## src/hw/rtl/srtf_pkg.sv

```systemverilog
// ----------------------------------------------------------------------------
// SRTF scheduler package
// Shared constants, types and state encoding.
// ----------------------------------------------------------------------------
package srtf_pkg;
  localparam int MAX_JOBS_DEF  = 16;
  localparam int TIME_BITS_DEF = 16;
  localparam int FW            = 16;

  localparam logic KIND_LOAD = 1'b0;
  localparam logic KIND_TICK = 1'b1;

  typedef enum logic [2:0] {
    ST_IDLE,
    ST_SCAN,
    ST_RUN,
    ST_IO,
    ST_OUT
  } state_t;

  typedef struct packed {
    logic [FW-1:0] tick_time;
    logic          ran_valid;
    logic [3:0]    ran_slot;
    logic          finished;
    logic [FW-1:0] finish_time;
    logic [FW-1:0] turnaround;
    logic [FW-1:0] waiting;
    logic [FW-1:0] response;
    logic          all_done;
  } result_t;

  typedef struct packed {
    logic          kind;
    logic [3:0]    slot;
    logic [FW-1:0] arrival;
    logic [FW-1:0] total_need;
    logic [FW-1:0] run_interval;
    logic [FW-1:0] io_length;
  } item_t;
endpackage

```

## src/hw/rtl/srtf_if.sv

```systemverilog
// ----------------------------------------------------------------------------
// SRTF channel interfaces
// Valid/ready channels for input items, results and configuration.
// ----------------------------------------------------------------------------
interface srtf_in_if;
  logic            valid;
  logic            ready;
  srtf_pkg::item_t payload;
  modport source (output valid, output payload, input ready);
  modport sink (input valid, input payload, output ready);
endinterface

interface srtf_out_if;
  logic              valid;
  logic              ready;
  srtf_pkg::result_t payload;
  modport source (output valid, output payload, input ready);
  modport sink (input valid, input payload, output ready);
endinterface

interface srtf_cfg_if;
  logic       valid;
  logic       ready;
  logic [4:0] job_count;
  modport source (output valid, output job_count, input ready);
  modport sink (input valid, input job_count, output ready);
endinterface

```

## src/hw/rtl/srtf_cmp.sv

```systemverilog
// ----------------------------------------------------------------------------
// SRTF key compare
// Decides whether a candidate beats the current best (interval left, then
// arrival; lower slot wins by scan order).
// ----------------------------------------------------------------------------
module srtf_cmp #(
  parameter int TIME_BITS = srtf_pkg::TIME_BITS_DEF
) (
  input  logic                 have_best,
  input  logic [15:0]          cand_ivl,
  input  logic [TIME_BITS-1:0] cand_arr,
  input  logic [15:0]          best_ivl,
  input  logic [TIME_BITS-1:0] best_arr,
  output logic                 better
);
  always_comb begin
    better = !have_best || (cand_ivl < best_ivl) ||
             ((cand_ivl == best_ivl) && (cand_arr < best_arr));
  end
endmodule

```

## src/hw/rtl/srtf_tick_scheduler.sv

```systemverilog
// ----------------------------------------------------------------------------
// SRTF tick scheduler
// Shortest-remaining-time-first job scheduler advanced one tick per item.
// ----------------------------------------------------------------------------
// Load transaction: no result.
// Tick transaction: SCAN, RUN and IO states, then the result is offered in OUT;
//   SCAN visits one slot per scan cycle through the shared compare unit.
// One item at a time; in.ready is low until the result is taken.
// Reset (rst, synchronous): ready flags, FIFO, time and counts clear;
//   job_count = 1. Job tables are undefined until loaded.
module srtf_tick_scheduler #(
  parameter int MAX_JOBS  = srtf_pkg::MAX_JOBS_DEF,
  parameter int TIME_BITS = srtf_pkg::TIME_BITS_DEF
) (
  input logic            clk,
  input logic            rst,
  srtf_in_if.sink        in,
  srtf_out_if.source     out,
  srtf_cfg_if.sink       cfg
);
  localparam int SW = $clog2(MAX_JOBS);
  localparam int CW = $clog2(MAX_JOBS + 1);
  localparam int FW = srtf_pkg::FW;
  localparam logic [TIME_BITS-1:0] TMAX = '1;

  logic [TIME_BITS-1:0] arr_t [MAX_JOBS];
  logic [FW-1:0]        need_t [MAX_JOBS];
  logic [FW-1:0]        left_t [MAX_JOBS];
  logic [FW-1:0]        ivl_left_t [MAX_JOBS];
  logic [FW-1:0]        ivl_t [MAX_JOBS];
  logic [FW-1:0]        iol_t [MAX_JOBS];
  logic [FW-1:0]        io_left_t [MAX_JOBS];
  logic [TIME_BITS-1:0] first_t [MAX_JOBS];
  logic [MAX_JOBS-1:0]  ready_flags;
  logic [SW-1:0]        fifo [MAX_JOBS];
  logic [SW-1:0]        head;
  logic [CW-1:0]        fcount;
  logic [TIME_BITS-1:0] now;
  logic                 held;
  logic [4:0]           done_count;
  logic [4:0]           job_count;

  srtf_pkg::state_t     state, state_next;
  logic [SW-1:0]        idx;
  logic                 found;
  logic [SW-1:0]        best;
  logic [FW-1:0]        best_ivl;
  logic [TIME_BITS-1:0] best_arr;
  srtf_pkg::result_t    res;
  logic                 better;

  logic [4:0] n_lim;
  logic       arrive;
  logic       is_ready;
  logic       idx_last;
  logic       fin_now;

  assign n_lim = (32'(job_count) < MAX_JOBS) ? job_count : 5'(MAX_JOBS);
  assign arrive = !held && (32'(idx) < 32'(n_lim)) && (arr_t[idx] == now);
  assign is_ready = ready_flags[idx] || arrive;
  assign idx_last = (32'(idx) == MAX_JOBS - 1);

  srtf_cmp #(.TIME_BITS(TIME_BITS)) u_cmp (
    .have_best (found),
    .cand_ivl  (ivl_left_t[idx]),
    .cand_arr  (arr_t[idx]),
    .best_ivl  (best_ivl),
    .best_arr  (best_arr),
    .better    (better)
  );

  assign cfg.ready = (state == srtf_pkg::ST_IDLE);
  assign in.ready  = (state == srtf_pkg::ST_IDLE);
  assign out.valid = (state == srtf_pkg::ST_OUT);
  assign out.payload = res;

  always_comb begin
    state_next = state;
    unique case (state)
      srtf_pkg::ST_IDLE: begin
        if (in.valid && in.payload.kind == srtf_pkg::KIND_TICK) state_next = srtf_pkg::ST_SCAN;
      end
      srtf_pkg::ST_SCAN: begin
        if (idx_last) state_next = srtf_pkg::ST_RUN;
      end
      srtf_pkg::ST_RUN: state_next = srtf_pkg::ST_IO;
      srtf_pkg::ST_IO:  state_next = srtf_pkg::ST_OUT;
      srtf_pkg::ST_OUT: begin
        if (out.ready) state_next = srtf_pkg::ST_IDLE;
      end
      default: state_next = srtf_pkg::ST_IDLE;
    endcase
  end

  always_ff @(posedge clk) begin
    if (rst) state <= srtf_pkg::ST_IDLE;
    else state <= state_next;
  end

  // tables
  logic [FW-1:0] l1, v1;
  logic [SW-1:0] hs;
  logic [FW-1:0] io1;
  always_comb begin
    l1  = (left_t[best] != '0) ? left_t[best] - 1'b1 : '0;
    v1  = (ivl_left_t[best] != '0) ? ivl_left_t[best] - 1'b1 : '0;
    hs  = fifo[head];
    io1 = (io_left_t[hs] != '0) ? io_left_t[hs] - 1'b1 : '0;
  end

  assign fin_now = found && (l1 == '0);

  // first run is this tick when nothing has run yet
  logic [TIME_BITS-1:0] fin_t, turn_t, wait_t, resp_t, first_v;
  always_comb begin
    first_v = (left_t[best] == need_t[best]) ? now : first_t[best];
    fin_t  = (now < TMAX) ? now + 1'b1 : TMAX;
    turn_t = (fin_t > arr_t[best]) ? fin_t - arr_t[best] : '0;
    wait_t = (turn_t > TIME_BITS'(need_t[best])) ? turn_t - TIME_BITS'(need_t[best]) : '0;
    resp_t = (first_v > arr_t[best]) ? first_v - arr_t[best] : '0;
  end

  always_ff @(posedge clk) begin
    if (state == srtf_pkg::ST_IDLE && in.valid && in.payload.kind == srtf_pkg::KIND_LOAD &&
        32'(in.payload.slot) < MAX_JOBS) begin
      arr_t[SW'(in.payload.slot)]      <= TIME_BITS'(in.payload.arrival);
      need_t[SW'(in.payload.slot)]     <= in.payload.total_need;
      left_t[SW'(in.payload.slot)]     <= in.payload.total_need;
      ivl_t[SW'(in.payload.slot)]      <= in.payload.run_interval;
      ivl_left_t[SW'(in.payload.slot)] <= in.payload.run_interval;
      iol_t[SW'(in.payload.slot)]      <= in.payload.io_length;
      io_left_t[SW'(in.payload.slot)]  <= '0;
    end else if (state == srtf_pkg::ST_RUN && found) begin
      if (left_t[best] == need_t[best]) first_t[best] <= now;
      left_t[best] <= l1;
      if (l1 != '0 && v1 == '0) begin
        ivl_left_t[best] <= ivl_t[best];
        io_left_t[best]  <= iol_t[best];
        if (32'(fcount) < MAX_JOBS) fifo[SW'(32'(head) + 32'(fcount))] <= best;
      end else begin
        ivl_left_t[best] <= v1;
      end
    end else if (state == srtf_pkg::ST_IO && fcount != '0) begin
      io_left_t[hs] <= io1;
    end
  end

  always_ff @(posedge clk) begin
    if (rst) begin
      ready_flags <= '0;
      head        <= '0;
      fcount      <= '0;
      now         <= '0;
      held        <= 1'b0;
      done_count  <= '0;
      job_count   <= 5'd1;
      idx         <= '0;
      found       <= 1'b0;
    end else begin
      if (cfg.valid && cfg.ready) job_count <= cfg.job_count;
      unique case (state)
        srtf_pkg::ST_IDLE: begin
          idx   <= '0;
          found <= 1'b0;
        end
        srtf_pkg::ST_SCAN: begin
          if (arrive) ready_flags[idx] <= 1'b1;
          if (is_ready && better) begin
            found    <= 1'b1;
            best     <= idx;
            best_ivl <= ivl_left_t[idx];
            best_arr <= arr_t[idx];
          end
          idx <= idx + 1'b1;
        end
        srtf_pkg::ST_RUN: begin
          res.tick_time   <= FW'(now);
          res.ran_valid   <= found;
          res.ran_slot    <= found ? 4'(best) : 4'd0;
          res.finished    <= fin_now;
          res.finish_time <= fin_now ? FW'(fin_t) : '0;
          res.turnaround  <= fin_now ? FW'(turn_t) : '0;
          res.waiting     <= fin_now ? FW'(wait_t) : '0;
          res.response    <= fin_now ? FW'(resp_t) : '0;
          if (fin_now) begin
            if (done_count != 5'd31) done_count <= done_count + 1'b1;
            ready_flags[best] <= 1'b0;
          end else if (found && v1 == '0) begin
            ready_flags[best] <= 1'b0;
            if (32'(fcount) < MAX_JOBS) fcount <= fcount + 1'b1;
          end
        end
        srtf_pkg::ST_IO: begin
          if (fcount != '0 && io1 == '0) begin
            head <= head + 1'b1;
            fcount <= fcount - 1'b1;
            ready_flags[hs] <= 1'b1;
          end
          if (now < TMAX) now <= now + 1'b1;
          else held <= 1'b1;
          res.all_done <= (done_count >= job_count);
        end
        srtf_pkg::ST_OUT: ;
        default: ;
      endcase
    end
  end
endmodule

```

## src/flat_wrapper.sv

```systemverilog
// flat-port wrapper written by rule: the top's interface ports become plain ports
module srtf_tick_scheduler_flat 
#(
  parameter int MAX_JOBS  = srtf_pkg::MAX_JOBS_DEF,
  parameter int TIME_BITS = srtf_pkg::TIME_BITS_DEF
)
  (clk, rst, in_valid, in_payload, in_ready, out_valid, out_payload, out_ready, cfg_valid, cfg_job_count, cfg_ready);
  srtf_in_if in_i ();
  srtf_out_if out_i ();
  srtf_cfg_if cfg_i ();
  input logic clk;
  input logic rst;
  input wire logic [$bits(in_i.valid)-1:0] in_valid;
  input wire logic [$bits(in_i.payload)-1:0] in_payload;
  output wire logic [$bits(in_i.ready)-1:0] in_ready;
  output wire logic [$bits(out_i.valid)-1:0] out_valid;
  output wire logic [$bits(out_i.payload)-1:0] out_payload;
  input wire logic [$bits(out_i.ready)-1:0] out_ready;
  input wire logic [$bits(cfg_i.valid)-1:0] cfg_valid;
  input wire logic [$bits(cfg_i.job_count)-1:0] cfg_job_count;
  output wire logic [$bits(cfg_i.ready)-1:0] cfg_ready;
  assign in_i.valid = in_valid;
  assign in_i.payload = in_payload;
  assign in_ready = in_i.ready;
  assign out_valid = out_i.valid;
  assign out_payload = out_i.payload;
  assign out_i.ready = out_ready;
  assign cfg_i.valid = cfg_valid;
  assign cfg_i.job_count = cfg_job_count;
  assign cfg_ready = cfg_i.ready;
  srtf_tick_scheduler #(.MAX_JOBS(MAX_JOBS), .TIME_BITS(TIME_BITS)) u_core (.clk(clk), .rst(rst), .in(in_i), .out(out_i), .cfg(cfg_i));
endmodule
```

## config.mk

```make
export PLATFORM = sky130hd
export DESIGN_NAME = srtf_tick_scheduler_flat
export DESIGN_NICKNAME = d
export VERILOG_FILES = /design/src/hw/rtl/srtf_pkg.sv /design/src/hw/rtl/srtf_if.sv /design/src/hw/rtl/srtf_cmp.sv /design/src/hw/rtl/srtf_tick_scheduler.sv /design/src/flat_wrapper.sv
export SDC_FILE = /design/constraint.sdc
export NUM_CORES = 2
export LEC_CHECK = 0
export ABC_AREA = 1
export BUFFER_PORTS_ARGS = -buffer_cell sky130_fd_sc_hd__clkbuf_2
export CORE_MARGIN = 2
export CORE_UTILIZATION = 45
export CTS_CLUSTER_SIZE = 28
export DETAILED_ROUTE_END_ITERATION = 8
export HOLD_SLACK_MARGIN = 0.05
export SYNTH_ARGS = -nofsm -noshare
export SYNTH_HDL_FRONTEND = slang
export SYNTH_SLANG_ARGS = --single-unit
```

## constraint.sdc

```tcl
create_clock -name clk -period 7.6 [get_ports clk]
set_input_delay 1.52 -clock clk [delete_from_list [all_inputs] [get_ports clk]]
set_output_delay 1.52 -clock clk [all_outputs]
set_load 0.005 [all_outputs]
```

==> metrics.txt <==
IO Port Bufs between 150 and 200; Req. time, crit path about 8.3 ns; Ys Warns 0; Clk Latency, worst-skew pair between 0.9 and 1 ns; Clock Skew between 0.08 and 0.09 ns; synthesized flop and latch total 2,307; Global Route Usage Sum roughly 27%; Synth cell types 61; die area roughly 230,000 sq um; syn nets 9,304; Area Growth Syn to Fin 12.4%; worst slew pin tran around 1.4 ns; RSZ-0062 raised after global routing false; leakage power between 40 and 50 nW; number of synthesized flops with an enable pin about 2,200; Largest delay share family, worst path compound AO/OA/AOI/OAI gates; worst vdd ir between 0.2 and 0.25 mV; core area between 200,000 and 250,000 sq um; share of cells above drive strength 1 about a tenth; CTS tree built; fin cells approximately 12,000; top cells by area, synth edfxtp_1, nand2_1, o21ai_0, nor2_1, a21oi_1; FFs w/ async S/R, synth 0%; cts repair resizes 0; most common cell after layout, fill and taps aside edfxtp_1; grt ovf 0; die height 481 microns; H-tree Lvls 4; clk slew on worst S/H paths ~0.07 ns; max_cap viols 0; CP max FO 92; Tcrit/Tclk final around 92%; fillers slightly below 20,000; setup bufs post-CTS 0; clock sink count between 2,000 and 2,500; kind of critical path reg -> reg; crit start category flop; first-pass GRT wire length roughly 460 mm; Worst EP arrival between 7 and 8 ns; sequential cell area fraction in the yosys report between 60 and 70%; setup ws final 0.598 ns; DP Worst Slack roughly 0.56 ns; CP endpoint kind flop; HP Class reg -> reg; clk buf depth 3; Final Hold Violating Endpoints 0; cell count after placement 11,900; area share of the leading cell type in the synthesized netlist roughly two thirds; Peak Freq 143 MHz; routed vias/inst ~6.0; nets@finish approximately 9,400; pin count of the biggest net entering global routing between 150 and 200; CTS Buf Count 237; most frequent cells in the layout edfxtp_1, nand2_1, o21ai_0, nor2_1, a21oi_1; Register Area roughly 70,000 sq um; Post-CTS Hold Fix Bufs 0; ANT nets after route 0; slowest CP cell buf_4; post-DP HPWL ~180 mm; via count around 74,000; Die W a little under 500 microns; Clock Tree Root clkbuf_16; drt total wl approximately 320 mm; Syn Inst Count between 9,000 and 10,000; antenna violations before repair 31; Slew headroom under 10%; Initial Util 45.1%; syn avg cell area 11.2 sq um; top_reg_cell synth edfxtp_1; First DRT Iteration DRCs roughly 9,300; DRC 0; Tmin final ~7 ns; Bufs and invs on worst path 5; Max stage delay on crit path between 0.7 and 0.8 ns; TritonRoute pass-1 iters 6; outcome complete, no violations; footprint of the multi-input gates 29,700 sq um; cell accounting for the most synthesized area edfxtp_1; GP Congestion approximately 0.94; Pwr Density ~240 nW/um^2; total I/O pin count between 150 and 200; fin. max-slew vios 0; total negative slack 0 ns; Final Setup Violations 0; wire per inst approximately 26 microns; vias in the first global route 68,900; Mapped Area around 100,000 sq um; # rows 175
-- worst paths after layout --
| check | start | end | slack [ns] | cells after the start |
|---|---|---|---|---|
| worst max register to register | flop | u_core.out.payload[21] | 0.60 | 26 |
| worst min-delay path | u_core.job_count[3] | u_core.job_count[3] | 0.49 | 2 |
| worst max-delay path | flop | u_core.out.payload[21] | 0.60 | 26 |
| worst min register to register | u_core.job_count[3] | u_core.job_count[3] | 0.49 | 2 |
-- cell type report --
class | instances | area share [%]
Sequential cell | 2307 | 59.7
Multi-Input combinational cell | 5687 | 25.8
Clock buffer | 288 | 5.41
Tap cell | 3009 | 3.28
Timing Repair Buffer | 402 | 2.55
Inverter | 529 | 1.75
Clock inverter | 162 | 1.53
Antenna cell | 12 | 0.0261
-- tightest hold or removal path: stages (launching register included) --
cell and delay (ns):
dfxtp_1 0.31, inv_1 0.07, a21oi_1 0.06
-- cells by family after synthesis --
group	count (synthesis)	synth area share, %
AO/OA/AOI/OAI	2372	13.5
XOR/XNOR	93	0.796
multiplexers	41	0.401
AND/OR/NAND/NOR	3072	12.4
flip-flops	2307	67.0
adder cells (fa/ha/maj)	109	1.37
buffers and inverters	1122	4.49
-- stage by stage --
stage / utilization, % / hold slack (ns) / cell area, sq um / power [mW]
finish: 50.7 / 0.491 / 115000 / 27.1
global route: 50.7 / 0.527 / 115000 / 27.9
CTS: 50.7 / 0.495 / 115000 / 27.2
detailed placement: 47.2 / 0.485 / 107000 / 15.6
global placement: 47.2 / 0.477 / 107000 / 15.5
floorplan: - / 0.406 / 102000 / 15.0
-- routing by layer --
metal  track usage [%]  up-vias  wire length, microns
met2              41.3     3519                145000
met5                 0        -                   214
met4              9.45       34                 11200
li1                  -    33100                     -
met3              5.04      640                 29700
met1              38.2    36900                133000
-- registers in the layout, summed over array words and instances, names as in the netlist, 16 cells and up, named ones only --
register            flops
u_core.arr_t          256
u_core.first_t        256
u_core.io_left_t      256
u_core.iol_t          256
u_core.ivl_left_t     256
u_core.ivl_t          256
u_core.left_t         256
u_core.need_t         256
u_core.out.payload     87
u_core.fifo            64
u_core.best_arr        16
u_core.best_ivl        16
u_core.now             16
u_core.ready_flags     16
-- power breakdown --
| part | total [mW] | switching, mW | internal [mW] |
|---|---|---|---|
| clock | 11.8 | 5.06 | 6.74 |
| combinational | 1.30 | 0.962 | 0.338 |
| sequential | 14.0 | 0.0461 | 14.0 |
| total | 27.1 | 6.07 | 21.1 |
-- Yosys cell counts, types with 12 or more instances --
| master | number |
|---|---|
| o22ai_1 | 84 |
| o21bai_1 | 12 |
| clkbuf_1 | 403 |
| a221oi_1 | 46 |
| nor3_1 | 53 |
| o211ai_1 | 200 |
| inv_1 | 511 |
| o21ai_0 | 1069 |
| edfxtp_1 | 2235 |
| dfxtp_1 | 72 |
| nor2_2 | 25 |
| a31oi_1 | 20 |
| nor2_1 | 899 |
| o21ai_1 | 18 |
| ha_1 | 104 |
| a21oi_1 | 612 |
| inv_2 | 15 |
| mux2i_1 | 41 |
| xnor2_1 | 25 |
| nand2_1 | 1494 |
| nand3_1 | 502 |
| nand4_1 | 31 |
| o32ai_1 | 16 |
| buf_4 | 24 |
| buf_2 | 98 |
| a22oi_1 | 30 |
| buf_1 | 46 |
| o221ai_1 | 202 |
| o31ai_1 | 14 |
| buf_6 | 22 |
| xor2_1 | 68 |
| nand2_2 | 12 |
Note: power is estimated with default switching activity, not from simulation.
